## config.mk

```make
export PLATFORM = sky130hd
export DESIGN_NAME = double_ended_queue_with_search
export DESIGN_NICKNAME = d
export VERILOG_FILES = /design/src/rtl/deqs_pkg.sv /design/src/rtl/deqs_ram.sv /design/src/rtl/deqs_seq.sv /design/src/rtl/double_ended_queue_with_search.sv
export VERILOG_INCLUDE_DIRS = /design/src /design/src/rtl
export SDC_FILE = /design/constraint.sdc
export NUM_CORES = 1
export LEC_CHECK = 0
export CAP_MARGIN = 0
export CORE_MARGIN = 3
export CORE_UTILIZATION = 44
export DETAILED_ROUTE_END_ITERATION = 10
export DONT_BUFFER_PORTS = 1
export GPL_TIMING_DRIVEN = 0
export SETUP_SLACK_MARGIN = 0.3
export SLEW_MARGIN = 40
export SYNTH_ARGS = -nofsm -noshare
export SYNTH_HDL_FRONTEND = slang
export SYNTH_HIERARCHICAL = 1
export SYNTH_SLANG_ARGS = --single-unit
```

## constraint.sdc

```tcl
create_clock -name clock -period 7.1 [get_ports clock]
set_clock_uncertainty 0.05 [all_clocks]
set_input_delay 1.42 -clock clock [delete_from_list [all_inputs] [get_ports clock]]
set_output_delay 1.42 -clock clock [all_outputs]
set_load 0.01 [all_outputs]
```

## src/rtl/double_ended_queue_with_search_assert.svh

```systemverilog
// Assertion macros used by the deque sequencer.
`ifndef DOUBLE_ENDED_QUEUE_WITH_SEARCH_ASSERT_SVH
`define DOUBLE_ENDED_QUEUE_WITH_SEARCH_ASSERT_SVH
`ifndef SYNTHESIS
// Condition holds at every clock edge outside reset.
`define DEQS_ASSERT_HOLDS(label, clk, rst, cond, msg) \
   label: assert property (@(posedge clk) disable iff (rst) (cond)) else $error(msg);
// Antecedent implies consequent in the same cycle.
`define DEQS_ASSERT_IMPLIES(label, clk, rst, ante, cons, msg) \
   label: assert property (@(posedge clk) disable iff (rst) (ante) |-> (cons)) else $error(msg);
// Antecedent implies consequent in the next cycle.
`define DEQS_ASSERT_NEXT(label, clk, rst, ante, cons, msg) \
   label: assert property (@(posedge clk) disable iff (rst) (ante) |=> (cons)) else $error(msg);
`else
`define DEQS_ASSERT_HOLDS(label, clk, rst, cond, msg)
`define DEQS_ASSERT_IMPLIES(label, clk, rst, ante, cons, msg)
`define DEQS_ASSERT_NEXT(label, clk, rst, ante, cons, msg)
`endif
`endif

```

## src/rtl/deqs_pkg.sv

```systemverilog
package deqs_pkg;

   // Capacity of the deque in entries.
   localparam int DEPTH  = 16;
   localparam int DATA_W = 32;
   localparam int PTR_W  = $clog2(DEPTH);
   localparam int CNT_W  = $clog2(DEPTH + 1);
   localparam int OP_W   = 3;
   localparam int STAT_W = 2;

   // Operation codes.
   localparam logic [OP_W-1:0] OP_PUSH_FRONT = 3'd0;
   localparam logic [OP_W-1:0] OP_POP_FRONT  = 3'd1;
   localparam logic [OP_W-1:0] OP_PUSH_REAR  = 3'd2;
   localparam logic [OP_W-1:0] OP_POP_REAR   = 3'd3;
   localparam logic [OP_W-1:0] OP_SEARCH     = 3'd4;

   // Status codes.
   localparam logic [STAT_W-1:0] ST_OK        = 2'd0;
   localparam logic [STAT_W-1:0] ST_EMPTY     = 2'd1;
   localparam logic [STAT_W-1:0] ST_FULL      = 2'd2;
   localparam logic [STAT_W-1:0] ST_NOT_FOUND = 2'd3;

   // Access request from the sequencer to the entry store.
   typedef struct packed {
      logic              wr_en;
      logic [PTR_W-1:0]  wr_addr;
      logic [DATA_W-1:0] wr_data;
      logic [PTR_W-1:0]  rd_addr;
   } ram_req_type;

endpackage

```

## src/rtl/deqs_ram.sv

```systemverilog
module deqs_ram #(
   parameter int WIDTH = 32,
   parameter int DEPTH = 16
) (
   input  logic                     clock,
   input  logic                     wr_en,
   input  logic [$clog2(DEPTH)-1:0] wr_addr,
   input  logic [WIDTH-1:0]         wr_data,
   input  logic [$clog2(DEPTH)-1:0] rd_addr,
   output logic [WIDTH-1:0]         rd_data
);

   logic [WIDTH-1:0] mem_ff [DEPTH];
   logic [WIDTH-1:0] rd_data_ff;

   // Write one entry, read one entry into the output register.
   always_ff @(posedge clock) begin
      if (wr_en) begin
         mem_ff[wr_addr] <= wr_data;
      end
      rd_data_ff <= mem_ff[rd_addr];
   end

   assign rd_data = rd_data_ff;

endmodule

```

## src/rtl/deqs_seq.sv

```systemverilog
`include "double_ended_queue_with_search_assert.svh"

module deqs_seq (
   input  logic                                clock,
   input  logic                                reset,
   input  logic                                start,
   output logic                                busy,
   input  logic [deqs_pkg::OP_W-1:0]           req_operation,
   input  logic [deqs_pkg::DATA_W-1:0]         req_value,
   output deqs_pkg::ram_req_type               ram_req,
   input  logic [deqs_pkg::DATA_W-1:0]         ram_rd_data,
   output logic                                rsp_valid,
   output logic [deqs_pkg::STAT_W-1:0]         rsp_status,
   output logic [deqs_pkg::DATA_W-1:0]         rsp_popped_value,
   output logic [deqs_pkg::CNT_W-1:0]          rsp_position,
   output logic [deqs_pkg::CNT_W-1:0]          rsp_occupancy
);

   localparam int PTR_W  = deqs_pkg::PTR_W;
   localparam int CNT_W  = deqs_pkg::CNT_W;
   localparam int DATA_W = deqs_pkg::DATA_W;
   localparam logic [PTR_W:0]   DEPTH_S  = (PTR_W + 1)'(deqs_pkg::DEPTH);
   localparam logic [PTR_W-1:0] LAST_PTR = PTR_W'(deqs_pkg::DEPTH - 1);
   localparam logic [CNT_W-1:0] FULL_CNT = CNT_W'(deqs_pkg::DEPTH);

   typedef enum logic [3:0] {
      S_IDLE   = 4'b0001,
      S_DECODE = 4'b0010,
      S_POP    = 4'b0100,
      S_SCAN   = 4'b1000
   } state_type;

   state_type                  state_ff, state_in;
   logic [deqs_pkg::OP_W-1:0]  op_ff, op_in;
   logic [DATA_W-1:0]          value_ff, value_in;
   logic [PTR_W-1:0]           head_ff, head_in;
   logic [CNT_W-1:0]           count_ff, count_in;
   logic [PTR_W-1:0]           idx_ff, idx_in;

   logic                       rsp_valid_ff, rsp_valid_in;
   logic [deqs_pkg::STAT_W-1:0] rsp_status_ff, rsp_status_in;
   logic [DATA_W-1:0]          rsp_popped_ff, rsp_popped_in;
   logic [CNT_W-1:0]           rsp_pos_ff, rsp_pos_in;
   logic [CNT_W-1:0]           rsp_occ_ff, rsp_occ_in;

   logic [PTR_W:0]             slot_sum;
   logic [PTR_W-1:0]           slot;
   logic [PTR_W-1:0]           head_dec;
   logic [PTR_W-1:0]           head_inc;
   logic                       is_full;
   logic                       is_empty;
   logic                       hit;
   logic                       last_entry;
   logic [CNT_W-1:0]           count_dec;

   assign head_dec   = (head_ff == '0) ? LAST_PTR : head_ff - PTR_W'(1);
   assign head_inc   = (head_ff == LAST_PTR) ? '0 : head_ff + PTR_W'(1);
   assign is_full    = (count_ff == FULL_CNT);
   assign is_empty   = (count_ff == '0);
   assign count_dec  = count_ff - CNT_W'(1);
   // Shared comparator over the registered read data.
   assign hit        = (ram_rd_data == value_ff);
   assign last_entry = ((CNT_W'(idx_ff) + CNT_W'(1)) == count_ff);

   // Sequence one item through decode, read and scan.
   always_comb begin
      state_in      = state_ff;
      op_in         = op_ff;
      value_in      = value_ff;
      head_in       = head_ff;
      count_in      = count_ff;
      idx_in        = idx_ff;
      rsp_valid_in  = 1'b0;
      rsp_status_in = rsp_status_ff;
      rsp_popped_in = rsp_popped_ff;
      rsp_pos_in    = rsp_pos_ff;
      ram_req.wr_en   = 1'b0;
      ram_req.wr_data = value_ff;

      unique case (state_ff)
         S_IDLE: begin
            if (start) begin
               op_in    = req_operation;
               value_in = req_value;
               state_in = S_DECODE;
            end
         end
         S_DECODE: begin
            rsp_status_in = deqs_pkg::ST_OK;
            rsp_popped_in = '0;
            rsp_pos_in    = '0;
            rsp_valid_in  = 1'b1;
            state_in      = S_IDLE;
            unique case (op_ff) inside
               deqs_pkg::OP_PUSH_FRONT: begin
                  if (is_full) begin
                     rsp_status_in = deqs_pkg::ST_FULL;
                  end else begin
                     ram_req.wr_en   = 1'b1;
                     head_in         = head_dec;
                     count_in        = count_ff + CNT_W'(1);
                  end
               end
               deqs_pkg::OP_PUSH_REAR: begin
                  idx_in = count_ff[PTR_W-1:0];
                  if (is_full) begin
                     rsp_status_in = deqs_pkg::ST_FULL;
                  end else begin
                     ram_req.wr_en = 1'b1;
                     count_in      = count_ff + CNT_W'(1);
                  end
               end
               deqs_pkg::OP_POP_FRONT, deqs_pkg::OP_POP_REAR: begin
                  idx_in = (op_ff == deqs_pkg::OP_POP_FRONT) ? '0 : count_dec[PTR_W-1:0];
                  if (is_empty) begin
                     rsp_status_in = deqs_pkg::ST_EMPTY;
                  end else begin
                     rsp_valid_in = 1'b0;
                     state_in     = S_POP;
                  end
               end
               deqs_pkg::OP_SEARCH: begin
                  idx_in = '0;
                  if (is_empty) begin
                     rsp_status_in = deqs_pkg::ST_EMPTY;
                  end else begin
                     rsp_valid_in = 1'b0;
                     state_in     = S_SCAN;
                  end
               end
               default: begin
               end
            endcase
         end
         S_POP: begin
            // Drop the entry whose data is now on the read port.
            rsp_valid_in  = 1'b1;
            rsp_status_in = deqs_pkg::ST_OK;
            rsp_popped_in = ram_rd_data;
            rsp_pos_in    = '0;
            count_in      = count_dec;
            if (op_ff == deqs_pkg::OP_POP_FRONT) begin
               head_in = head_inc;
            end
            state_in = S_IDLE;
         end
         S_SCAN: begin
            // Compare one entry per cycle, advance until hit or end.
            rsp_popped_in = '0;
            if (hit) begin
               rsp_valid_in  = 1'b1;
               rsp_status_in = deqs_pkg::ST_OK;
               rsp_pos_in    = CNT_W'(idx_ff) + CNT_W'(1);
               state_in      = S_IDLE;
            end else if (last_entry) begin
               rsp_valid_in  = 1'b1;
               rsp_status_in = deqs_pkg::ST_NOT_FOUND;
               rsp_pos_in    = '0;
               state_in      = S_IDLE;
            end else begin
               idx_in = idx_ff + PTR_W'(1);
            end
         end
         default: begin
            state_in = S_IDLE;
         end
      endcase

      // Map the offset from the front to a buffer slot, wrapping once.
      slot_sum = {1'b0, head_ff} + {1'b0, idx_in};
      if (slot_sum >= DEPTH_S) begin
         slot_sum = slot_sum - DEPTH_S;
      end
      slot = slot_sum[PTR_W-1:0];

      ram_req.rd_addr = slot;
      ram_req.wr_addr = (op_ff == deqs_pkg::OP_PUSH_FRONT) ? head_dec : slot;
      rsp_occ_in      = rsp_valid_in ? count_in : rsp_occ_ff;
   end

   // Control state.
   always_ff @(posedge clock) begin
      if (reset) begin
         state_ff     <= S_IDLE;
         head_ff      <= '0;
         count_ff     <= '0;
         rsp_valid_ff <= 1'b0;
      end else begin
         state_ff     <= state_in;
         head_ff      <= head_in;
         count_ff     <= count_in;
         rsp_valid_ff <= rsp_valid_in;
      end
   end

   // Item and result payload.
   always_ff @(posedge clock) begin
      op_ff         <= op_in;
      value_ff      <= value_in;
      idx_ff        <= idx_in;
      rsp_status_ff <= rsp_status_in;
      rsp_popped_ff <= rsp_popped_in;
      rsp_pos_ff    <= rsp_pos_in;
      rsp_occ_ff    <= rsp_occ_in;
   end

   // Hold off items while a sequence runs and during reset.
   assign busy             = (state_ff != S_IDLE) || reset;
   assign rsp_valid        = rsp_valid_ff;
   assign rsp_status       = rsp_status_ff;
   assign rsp_popped_value = rsp_popped_ff;
   assign rsp_position     = rsp_pos_ff;
   assign rsp_occupancy    = rsp_occ_ff;

   `DEQS_ASSERT_HOLDS(a_count_bound, clock, reset, count_ff <= FULL_CNT, "count above depth")
   `DEQS_ASSERT_NEXT(a_accept_decode, clock, reset,
      state_ff == S_IDLE && start, state_ff == S_DECODE, "accepted item not decoded")
   `DEQS_ASSERT_IMPLIES(a_strobe_idle, clock, reset, rsp_valid_ff, state_ff == S_IDLE,
      "result strobe while busy")
   `DEQS_ASSERT_IMPLIES(a_scan_range, clock, reset,
      state_ff == S_SCAN, CNT_W'(idx_ff) < count_ff, "scan index past last entry")

endmodule

```

## src/rtl/double_ended_queue_with_search.sv

```systemverilog
// Bounded deque of signed 32-bit values with a search by value. Raise start
// with an operation while busy is low; exactly one result follows on the rsp_
// ports, marked by rsp_valid for a single cycle, and must be taken then since
// the block cannot be held off. A push, a refused operation or an unknown
// code is settled in the decode state; a pop goes on to a read state and a
// search to a scan state that compares up to DEPTH entries. The entry store
// has a single registered read port, and one comparator walks the entries
// from the front, one a cycle. busy drops in the cycle the strobe shows, so
// the next item may be accepted at the edge that ends it. busy also stays
// high while reset is asserted.
module double_ended_queue_with_search (
   input  logic                        clock,
   input  logic                        reset,
   input  logic                        start,
   output logic                        busy,
   input  logic [deqs_pkg::OP_W-1:0]   req_operation,
   input  logic signed [deqs_pkg::DATA_W-1:0] req_value,
   output logic                        rsp_valid,
   output logic [deqs_pkg::STAT_W-1:0] rsp_status,
   output logic signed [deqs_pkg::DATA_W-1:0] rsp_popped_value,
   output logic [deqs_pkg::CNT_W-1:0]  rsp_position,
   output logic [deqs_pkg::CNT_W-1:0]  rsp_occupancy
);

   deqs_pkg::ram_req_type             ram_req;
   logic [deqs_pkg::DATA_W-1:0]       ram_rd_data;
   logic [deqs_pkg::DATA_W-1:0]       popped_bits;

   // Sequencer with pointers, count and the shared comparator.
   deqs_seq u_seq (
      .clock            (clock),
      .reset            (reset),
      .start            (start),
      .busy             (busy),
      .req_operation    (req_operation),
      .req_value        (req_value),
      .ram_req          (ram_req),
      .ram_rd_data      (ram_rd_data),
      .rsp_valid        (rsp_valid),
      .rsp_status       (rsp_status),
      .rsp_popped_value (popped_bits),
      .rsp_position     (rsp_position),
      .rsp_occupancy    (rsp_occupancy)
   );

   // Circular entry store.
   deqs_ram #(
      .WIDTH (deqs_pkg::DATA_W),
      .DEPTH (deqs_pkg::DEPTH)
   ) u_store (
      .clock   (clock),
      .wr_en   (ram_req.wr_en),
      .wr_addr (ram_req.wr_addr),
      .wr_data (ram_req.wr_data),
      .rd_addr (ram_req.rd_addr),
      .rd_data (ram_rd_data)
   );

   assign rsp_popped_value = signed'(popped_bits);

endmodule
```

# After elaboration in Yosys (flattened, before gate mapping)
# Memory sizes are Yosys's and may differ from the RTL's. A register that Yosys moved wholly into a read port is not among the register bits.
# Cells that the tools add are included.
[word_totals] memories=1 ramBits=512 in_bits=38 ff_bits=97 word_cells=100
[memory_table] name="u_store.mem_ff" words=16 word_bits=32 rd=1 rd_ports_with_merged_regs=1 write_ports=1 line="deqs_ram.sv:13" source="logic [WIDTH-1:0] mem_ff [DEPTH];"
[classes] magnitude_cmp=1 addsub=8 mux=43 n_eq_ne=18 reduce_logical=18
[op_table] operator="$pmux W32 S2" count=1
[op_table] operator="$mux W4" count=14
[op_table] operator="$eq A32 B32 Y1" count=1
[op_table] operator="$pmux W4 S2" count=3
[op_table] operator="$pmux W4 S3" count=2
[op_table] operator="$mux W5" count=4
[op_table] operator="$pmux W5 S2" count=2
[op_table] operator="$mux W1" count=10
[op_table] operator="$add A4 B1 Y4 const B" count=2
[op_table] operator="$eq A4 B4 Y1 const B" count=2
[op_table] operator="$reduce_and A2 Y1" count=4
[op_table] operator="$reduce_or A2 Y1" count=4
[op_table] operator="$sub A4 B1 Y4 const B" count=2
[op_table] operator="$eq A3 B2 Y1 const B" count=2
[op_table] operator="$mux W2" count=3
[op_table] operator="$pmux W2 S3" count=1
[op_table] operator="$reduce_bool A2 Y1" count=3
[op_table] operator="$add A4 B1 Y5 const B" count=1
[op_table] operator="$add A4 B4 Y5" count=1
[op_table] operator="$add A5 B1 Y5 const B" count=1
[op_table] operator="$eq A5 B5 Y1" count=1
[op_table] operator="$eq A5 B5 Y1 const B" count=1
[op_table] operator="$ge A5 B5 Y1 const B" count=1
[op_table] operator="$logic_not A5 Y1" count=1
[op_table] operator="19 further kinds" count=21

# Longest topological paths before layout
# Gate-level depths: netlist of run 1.
[logic_depth] ltp_word=9 mapped_depth=18 mapped_depth_nobuf=16

# Cells and area by module
# The synthesis of run 1 kept the hierarchy.
[by_module_without_submodules] module="deqs_ram" cells_per_inst=838 instances=1 area_per_inst_um2=19835.3
[by_module_without_submodules] module="deqs_seq" cells_per_inst=371 instances=1 area_per_inst_um2=4575.6

# Worst setup path after synthesis of run 1
# Ideal clock, no wire load.
[synth_path] path_kind="reg-to-reg" startpoint="register u_seq.idx_ff[0]" endpoint="memory u_store.mem_ff[0][0], enable pin" period_less_slack_ps=6241 n_path_buf=0 stages_incl_launch_ff=17 setup_ps=461 setup_slack_ps=859 arrival_ps=5730 path_cell_list="dfxtp_1 -> ha_1 -> nor2b_1 -> or4_1 -> o211ai_2 -> and3_4 -> nor2_2 -> a22oi_1 -> o21ai_0 -> ha_1 -> a21o_1 -> a21oi_1 -> xnor2_1 -> a2111oi_4 -> nor3_1 -> or3b_2 -> nor3_1"
[synth_rtl] element="start: declaration" line="deqs_seq.sv:38" source="logic [PTR_W-1:0] idx_ff, idx_in;"
[synth_rtl] element="start signal: assignment" line="deqs_seq.sv:200" source="idx_ff <= idx_in;"
[synth_rtl] element="end: declaration" line="deqs_ram.sv:13"

==> results_dict.tcl, run 1 <==
set metrics [dict create \
    status "finished clean" \
    drv_cap 0 \
    fin_crit_sh 0.903 \
    cp-end-kind "flop" \
    p_per_area_nw_per_um2 323 \
    wl_per_cell_um 26.2 \
    critPathSlowestCell "edfxtp_1" \
    initial_core_util 0.449 \
    ant_nets 0 \
    yosys_warnings 6 \
    coreArea_um2 54300 \
    drc_errors 0 \
    die_x_um 242 \
    routed_wirelength_mm 55.5 \
    clk_pin_slew_ps 60 \
    cts_sinks 641 \
    synth.top_cells.by_area "edfxtp_1, mux4_2, dfxtp_1" \
    areaGrowthSynthToFinish_pct 17.2 \
    cp_cell_sequence "xnor2_1 > nand4_1 > nor4_4 > nand3_1 > nand2_2 > a22oi_1 > o21ai_0 > ha_1 > a21o_1 > a21oi_1 > xnor2_1 > a41o_1 > nor3_1 > nand3_1 > nor3_4 > buf_2 > buf_2 > buf_4 > buf_4" \
    htree_levels 3 \
    first_pass_iters 5 \
    async_flop_share 0 \
    root_buffer "clkbuf_16" \
    synth_cells 1209 \
    antenna_found_initial 0 \
    cp.arrival_ps 6670 \
    synth_top_cell_area_share 0.727 \
    dp_slack_ps 315 \
    path_max_fanout 17 \
    grt_pass1_wl_mm 83.1 \
    synth_ff_type "edfxtp_1" \
    hpwlAfterDp_mm 37.8 \
    hold_buffers 0 \
    ir_drop_v 0.000185 \
    worstSetupPathType "flop to flop" \
    grt_use_met3 0.0359 \
    post_cts_buffers 0 \
    cts_tree "built" \
    slew_viol_final 0 \
    total_power_mw 9.23 \
    fmax_mhz 156 \
    antenna_cells 0 \
    top_usage_layer "met2" \
    worst_pin_slew_ps 903 \
    numCtsBuffers 67 \
    grt_use_met2 0.306 \
    vias_per_cell 5.70 \
    relSlewSlack 0.398 \
    yosys.area.top_type "edfxtp_1" \
    rsz0062_at_grt "false" \
    grt_max_degree 20 \
    cts_repair_resize_count 0 \
    synth_commonest_cells "edfxtp_1, mux4_2, a22oi_1" \
    synth_edf_count 591 \
    grt.total_usage 0.193 \
    fin_nets 1377 \
    num-fill-cells 4223 \
    p_leak_nw 9.09 \
    ys_types 61 \
    critPathLaunchType "flop" \
    vias 12100 \
    drt_iter0_drc 1048 \
    syn_area_um2 24400 \
    clk_latency_ps 600 \
    grt_overflow_total 0 \
    ys_seq_elements 641 \
    die_height_um 242 \
    hold_violations 0 \
    slowest_delay_ps 630 \
    clk_path_buf_depth 3 \
    boundaryPins 84 \
    die_area_um2 58300 \
    synth_nets 1257 \
    drive_above_1_share 0.246 \
    fin_crit_ps 6410 \
    io_buffers 0 \
    crit_required_ps 7350 \
    synth-seq-area-share 0.768 \
    setup_viol 0 \
    grtUsageMet1 0.277 \
    grt_pass1_vias 12300 \
    fin_ws_ps 686 \
    holdCritPathClass "flop to flop" \
    routabilityCongestion 0.793 \
    rows 85 \
    synth.most_common_cell "edfxtp_1" \
    syn_area_per_cell_um2 20.2 \
]
-- layout by cell type, fill, tap and decap left out, types with 12 or more instances in the layout --
cell / n
edfxtp_1: 591
mux4_2: 128
clkbuf_16: 70
a22oi_1: 67
nand2_1: 50
dfxtp_1: 50
xnor2_1: 38
clkbuf_1: 37
and2_1: 34
nor2_1: 28
buf_2: 27
buf_4: 18
buf_16: 17
a21oi_1: 13
nor2b_1: 12
nor2_4: 12
-- layout make-up --
cell class | instances | area, µm² | area share
Sequential cell | 641 | 18700 | 0.656
Multi-Input combinational cell | 501 | 5530 | 0.193
Clock buffer | 84 | 1820 | 0.0638
Tap cell | 739 | 925 | 0.0323
Timing Repair Buffer | 51 | 757 | 0.0265
Clock inverter | 40 | 517 | 0.0181
Buffer | 55 | 255 | 0.00892
Inverter | 12 | 47.5 | 0.00166
-- path summary, 6_finish.rpt --
check                            from                         end  slack, ps  cells after the start
hold reg to reg   u_store/rd_data[25]  u_seq/rsp_popped_value[25]        530                      1
setup / recovery   u_seq/value_ff[25]      u_store/mem_ff[12][16]        690                     19
setup reg to reg   u_seq/value_ff[25]      u_store/mem_ff[12][16]        690                     19
hold / removal    u_store/rd_data[25]  u_seq/rsp_popped_value[25]        530                      1
-- registers in the layout, summed over array words and instances (netlist names) --
name and cells:
u_seq/count_ff 5, u_seq/head_ff 4, u_seq/idx_ff 4, u_seq/op_ff 3
u_seq/rsp_occupancy 5, u_seq/rsp_popped_value 32, u_seq/rsp_position 5, u_seq/rsp_status 2
u_seq/rsp_valid 1, u_seq/state_ff 4, u_seq/value_ff 32, u_store/mem_ff 512
u_store/rd_data 32
-- per-layer routing --
layer	part of all wire	wire, µm
met1	0.44	24500
met3	0.062	3420
met5	0	0
met4	0.020	1140
met2	0.48	26500
-- through the flow --
| step | instances | cell area (µm²) | setup TNS, ps | utilization | hold slack (ps) |
|---|---|---|---|---|---|
| after floorplan | 1209 | 24400 | 0 | - | 478 |
| after global placement | 1948 | 25300 | -1063860 | 0.466 | 519 |
| after detailed placement | 1999 | 26200 | 0 | 0.483 | 518 |
| after CTS | 2123 | 28600 | 0 | 0.526 | 531 |
| after global routing | 2123 | 28600 | 0 | 0.526 | 544 |
| final | 2123 | 28600 | 0 | 0.526 | 530 |
-- critical path: cells and delay by family, from the launching register on --
family | cells | cell delay [ps]
adder cells (fa/ha/maj) | 1 | 340
flip-flops | 1 | 630
AO/OA/AOI/OAI | 5 | 960
AND/OR/NAND/NOR | 7 | 2530
XOR/XNOR | 2 | 700
buffers and inverters | 4 | 910
-- power breakdown --
part	total, mW	leakage (nW)	internal, mW	switching, mW
registers	4.41	5.75	4.27	0.138
logic	1.15	2.20	0.508	0.640
clock network	3.68	1.14	2.24	1.44
-- logic make-up (layout without fill, tap and decap cells) --
kind of cell | Yosys count | in the layout | share of synthesized area
adders and majority gates | 10 | 10 | 0.00543
DFF | 641 | 641 | 0.768
xor gates and xnor gates | 46 | 46 | 0.0168
muxes | 128 | 128 | 0.118
AOI/OAI and AO/OA | 125 | 125 | 0.0378
buffers and inverters | 67 | 242 | 0.0121
and+or+nand+nor | 192 | 192 | 0.0417
Note: power is estimated with default switching activity, not from simulation.
==> run 2: changes to the inputs <==
Settings changed: ABC_AREA from default to 1.
==> run 2 against run 1 <==
- sequential power is 0.9% lower
- highest routed layer unchanged
- critical path depth is 1 higher
- largest cell class unchanged
- via count is 52% higher
- sequential share of layout area shrank 6.0 points
- synthesized cell count grew 120%
- core utilization shrank 0.91 points
- die area is 12% higher
- register-to-register slack better by 910 ps
- count of clock-buffer cells in the layout grew 16
- global-route usage up 3.5 points
==> results_dict.tcl, run 2 <==
set metrics [dict create \
    areaGrowthSynthToFinish_pct 15.1 \
    final_common_cell "nand2_1" \
    synth_cells 2601 \
    ys_types 40 \
    top_register "u_store/mem_ff" \
    clk_latency_ps 610 \
    htree_levels 3 \
    post_cts_buffers 0 \
    async_flop_share 0 \
    worstSetupPathType "flop to flop" \
    cts_repair_resize_count 0 \
    fin_ws_ps 1600 \
    antenna_found_initial 0 \
    place_area_um2 29300 \
    die_x_um 255 \
    synth_nets 2649 \
    hold_depth 2 \
    routed_wirelength_mm 74.9 \
    synth.top_cells.by_area "edfxtp_1, nand2_1, nand3_1" \
    wl_per_cell_um 20.9 \
    initial_core_util 0.449 \
    grt_pass1_wl_mm 111 \
    cts_sinks 641 \
    fin_crit_ps 5500 \
    cp-end-kind "flop" \
    root_buffer "clkbuf_16" \
    holdCritPathClass "flop to flop" \
    io_buffers 0 \
    drive_above_1_share 0.0901 \
    status "finished clean" \
    coreArea_um2 60900 \
    yosys.area.top_type "edfxtp_1" \
    grt_overflow_total 0 \
    routabilityCongestion 0.865 \
    fin_crit_sh 0.775 \
    synth_edf_count 591 \
    synth_ff_type "edfxtp_1" \
    rows 90 \
    hold_buffers 0 \
    numCtsBuffers 70 \
    hpwlAfterDp_mm 50.4 \
    vias_per_cell 5.11 \
    drc_errors 0 \
    rr_worst_depth 20 \
    clk_path_buf_depth 3 \
    p_per_area_nw_per_um2 278 \
    dp_slack_ps 1660 \
    fin_nets 2757 \
    critPathLaunchType "flop" \
    syn_area_per_cell_um2 10.5 \
    die_area_um2 65300 \
    cp.arrival_ps 5760 \
    drt_iter0_drc 1677 \
    grt_pass1_vias 17600 \
    boundaryPins 84 \
    clk_pin_slew_ps 60 \
    synth.most_common_cell "nand2_1" \
    path_max_fanout 18 \
    relSlewSlack 0.412 \
    total_power_mw 8.74 \
    fmax_mhz 182 \
    syn_area_um2 27400 \
    yosys_warnings 6 \
    die_height_um 255 \
    hold_ws_ps 496 \
    rsz0062_at_grt "false" \
    final_area_um2 31500 \
    ant_nets 0 \
    grt_max_degree 19 \
    layout_common_cells "nand2_1, edfxtp_1, inv_1" \
    antenna_cells 0 \
    synth-seq-area-share 0.685 \
    slew_viol_final 0 \
    grt.total_usage 0.227 \
    worst_pin_slew_ps 882 \
    ys_seq_elements 641 \
    cts_tree "built" \
    ir_drop_v 0.000196 \
    synth_commonest_cells "nand2_1, edfxtp_1, inv_1" \
    p_leak_nw 13.1 \
    largest_reg_flops 512 \
    synth_top_cell_area_share 0.648 \
    vias 18400 \
    hold_violations 0 \
    drv_cap 0 \
    crit_required_ps 7350 \
    setup_viol 0 \
    first_pass_iters 6 \
]
-- run 2: changes by cell type in the layout (fill, tap and decap cells not counted), moves of 30 or more --
cell	delta
nand3_1	+400
mux4_2	-128
and2_1	-34
a22oi_1	-66
nand2_1	+725
nor2_1	+34
inv_1	+457
buf_6	+30
-- run 2: metrics by stage --
step,util,setup TNS [ps],cells
2_1_floorplan,-,0,2601
3_3_place_gp,0.466,-64040,3429
3_5_place_dp,0.481,0,3465
4_1_cts,0.517,0,3591
5_1_grt,0.517,0,3591
6_report,0.517,0,3591
-- run 2: path summary, 6_finish.rpt --
check	start	end	slack, ps
setup / recovery	u_seq/value_ff[20]	u_store/mem_ff[15][28]	1600
setup reg to reg	u_seq/value_ff[20]	u_store/mem_ff[15][28]	1600
hold / removal	u_seq/idx_ff[3]	u_seq/idx_ff[3]	500
hold reg to reg	u_seq/idx_ff[3]	u_seq/idx_ff[3]	500
-- run 2: layout make-up --
cell class	count	area (µm²)
clock inverter	26	185
timing repair buffer	36	763
clock buffer	100	2000
buffer	111	729
tap	828	1040
multi-input combinational	1375	6260
inverter	474	1780
fill	5274	29400
sequential	641	18700
-- run 2: where the power goes --
group | total, mW | internal [mW] | leakage, nW | switching [mW]
Clock | 3.46 | 2.00 | 1.06 | 1.45
Sequential | 4.37 | 4.25 | 5.75 | 0.120
Combinational | 0.923 | 0.288 | 6.31 | 0.635
-- run 2: cell families after synthesis --
kind of cell / after synthesis / synth area share
DFF: 641 / 0.685
buffers and inverters: 585 / 0.0916
adders and majority gates: 10 / 0.00484
xor gates and xnor gates: 36 / 0.0115
AOI/OAI and AO/OA: 37 / 0.00781
and+or+nand+nor: 1292 / 0.200
-- run 2: metal layers --
layer,up-vias,part of all wire,global-route usage
li1,8629,-,-
met1,8822,0.41,0.304
met2,770,0.48,0.375
met3,145,0.082,0.0397
met4,0,0.033,0.0824
met5,-,0,0
-- run 2: critical path, cell delays in order (launching register included) --
cell	delay, ps
edfxtp_1	730
nand2_1	100
nand2_1	90
nand2_1	50
nor2_1	210
nand2_1	220
nor2_1	440
nand2_1	140
nand2_1	110
nor2_1	70
inv_1	170
o221ai_1	190
ha_1	260
fa_1	400
xor2_1	380
nand2_1	90
o21ai_0	180
nand3_1	430
nor2_4	450
buf_16	220
buf_16	180
==> run 3: changes to the inputs <==
Clock period 7.1 ns to 5.6 ns, I/O delays scaled along.
==> run 3 against run 2 <==
- fmax up 8.1%
- worst setup slack lost 1100 ps
- sequential share of layout area shrank 0.61 points
- count of clock-buffer cells in the layout unchanged
- via count rose by 0.80%
- routed wire length grew 0.72%
- final area is 1.0% higher
==> results_dict.tcl, run 3 (synthesized netlist as in run 2, its figures left out) <==
set metrics [dict create \
    p_per_area_nw_per_um2 349 \
    drt_iter0_drc 1891 \
    hold_ws_ps 499 \
    routabilityCongestion 0.865 \
    place_inst 3465 \
    cts_tree "built" \
    clk_latency_ps 610 \
    grt_pass1_wl_mm 111 \
    fin_ws_ps 508 \
    ir_drop_v 0.000248 \
    fin_nets 2791 \
    clk_path_buf_depth 3 \
    drive_above_1_share 0.102 \
    hold_buffers 0 \
    die_area_um2 65300 \
    worst_pin_slew_ps 872 \
    first_pass_iters 5 \
    antenna_found_initial 0 \
    grt_max_degree 19 \
    routed_wirelength_mm 75.5 \
    final_util 0.522 \
    crit_required_ps 5850 \
    path_max_fanout 14 \
    wl_per_cell_um 20.8 \
    worstSetupPathType "flop to flop" \
    vias_per_cell 5.11 \
    drc_errors 0 \
    vias 18500 \
    cts_sinks 641 \
    largest_reg_flops 512 \
    hpwlAfterDp_mm 50.4 \
    relSlewSlack 0.419 \
    hold_violations 0 \
    setup_viol 0 \
    cp.arrival_ps 5340 \
    cp-end-kind "flop" \
    slew_viol_final 0 \
    io_buffers 0 \
    dp_slack_ps 162 \
    grt_overflow_total 0 \
    die_x_um 255 \
    status "finished clean" \
    numCtsBuffers 70 \
    boundaryPins 84 \
    clk_pin_slew_ps 60 \
    rsz0062_at_grt "false" \
    drv_cap 0 \
    fin_cells 3625 \
    coreArea_um2 60900 \
    root_buffer "clkbuf_16" \
    ant_nets 0 \
    p_leak_nw 13.3 \
    antenna_cells 0 \
    die_height_um 255 \
    areaGrowthSynthToFinish_pct 16.2 \
    final_common_cell "nand2_1" \
    finalSetupTns_ps 0 \
    fin_crit_sh 0.909 \
    htree_levels 3 \
    top_register "u_store/mem_ff" \
    fmax_mhz 196 \
    layout_common_cells "nand2_1, edfxtp_1, inv_1" \
    critPathLaunchType "flop" \
    grt_pass1_vias 17600 \
    initial_core_util 0.449 \
    fin_crit_ps 5090 \
    grt.total_usage 0.228 \
    holdCritPathClass "flop to flop" \
    rows 90 \
]
## run 3: routing by layer
| metal | global-route usage | up-vias | share of wire |
|---|---|---|---|
| met3 | 0.0404 | 146 | 0.075 |
| li1 | - | 8704 | - |
| met5 | 0 | - | 0 |
| met2 | 0.376 | 698 | 0.48 |
| met4 | 0.0854 | 0 | 0.034 |
| met1 | 0.304 | 8965 | 0.41 |
## run 3: critical path, stage by stage (launching register included)
cell and delay [ps]:
edfxtp_1 410, buf_12 160, xnor2_1 140, nand2_1 70
nor2_1 190, nand2_1 230, nor2_2 320, nand2_1 130
nand2_1 110, nor2_1 70, inv_1 170, o221ai_1 190
ha_1 260, fa_1 400, xor2_1 410, nand2_1 110
o21ai_0 230, nand3b_1 460, nor2_4 440, buf_16 210
## run 3: power breakdown
group / switching [mW] / internal, mW
sequential: 0.120 / 5.38
combinational: 0.845 / 0.385
clock: 1.84 / 2.54
## run 3: layout make-up
| class | count | area [µm²] |
|---|---|---|
| fillers | 5247 | 29100 |
| well taps | 828 | 1040 |
| repair buffers | 70 | 1080 |
| clock buffers | 100 | 2000 |
| inverters | 474 | 1780 |
| clock inverters | 26 | 185 |
| multi-input cells | 1375 | 6270 |
| flip-flops and latches | 641 | 18700 |
| plain buffers | 111 | 729 |
## run 3: worst paths after layout
| kind | end | from | slack [ps] | cells past startpoint |
|---|---|---|---|---|
| min reg2reg | u_seq/idx_ff[3] | u_seq/idx_ff[3] | 500 | 2 |
| max reg2reg | u_store/mem_ff[7][20] | u_seq/value_ff[22] | 510 | 19 |
| max | u_store/mem_ff[7][20] | u_seq/value_ff[22] | 510 | 19 |
| min | u_seq/idx_ff[3] | u_seq/idx_ff[3] | 500 | 2 |
## run 3: stage by stage
step	power (mW)	cell area (µm²)
floorplan	6.32	27400
global placement	6.76	28400
detailed placement	6.80	29300
CTS	11.2	31600
global route	11.5	31800
finish	11.1	31800
## run 3: timing repair
action,CTS,global route
setup buffers,7,27
pin swaps,4,3
gates resized for setup,1,1
setup endpoints to repair,82,535
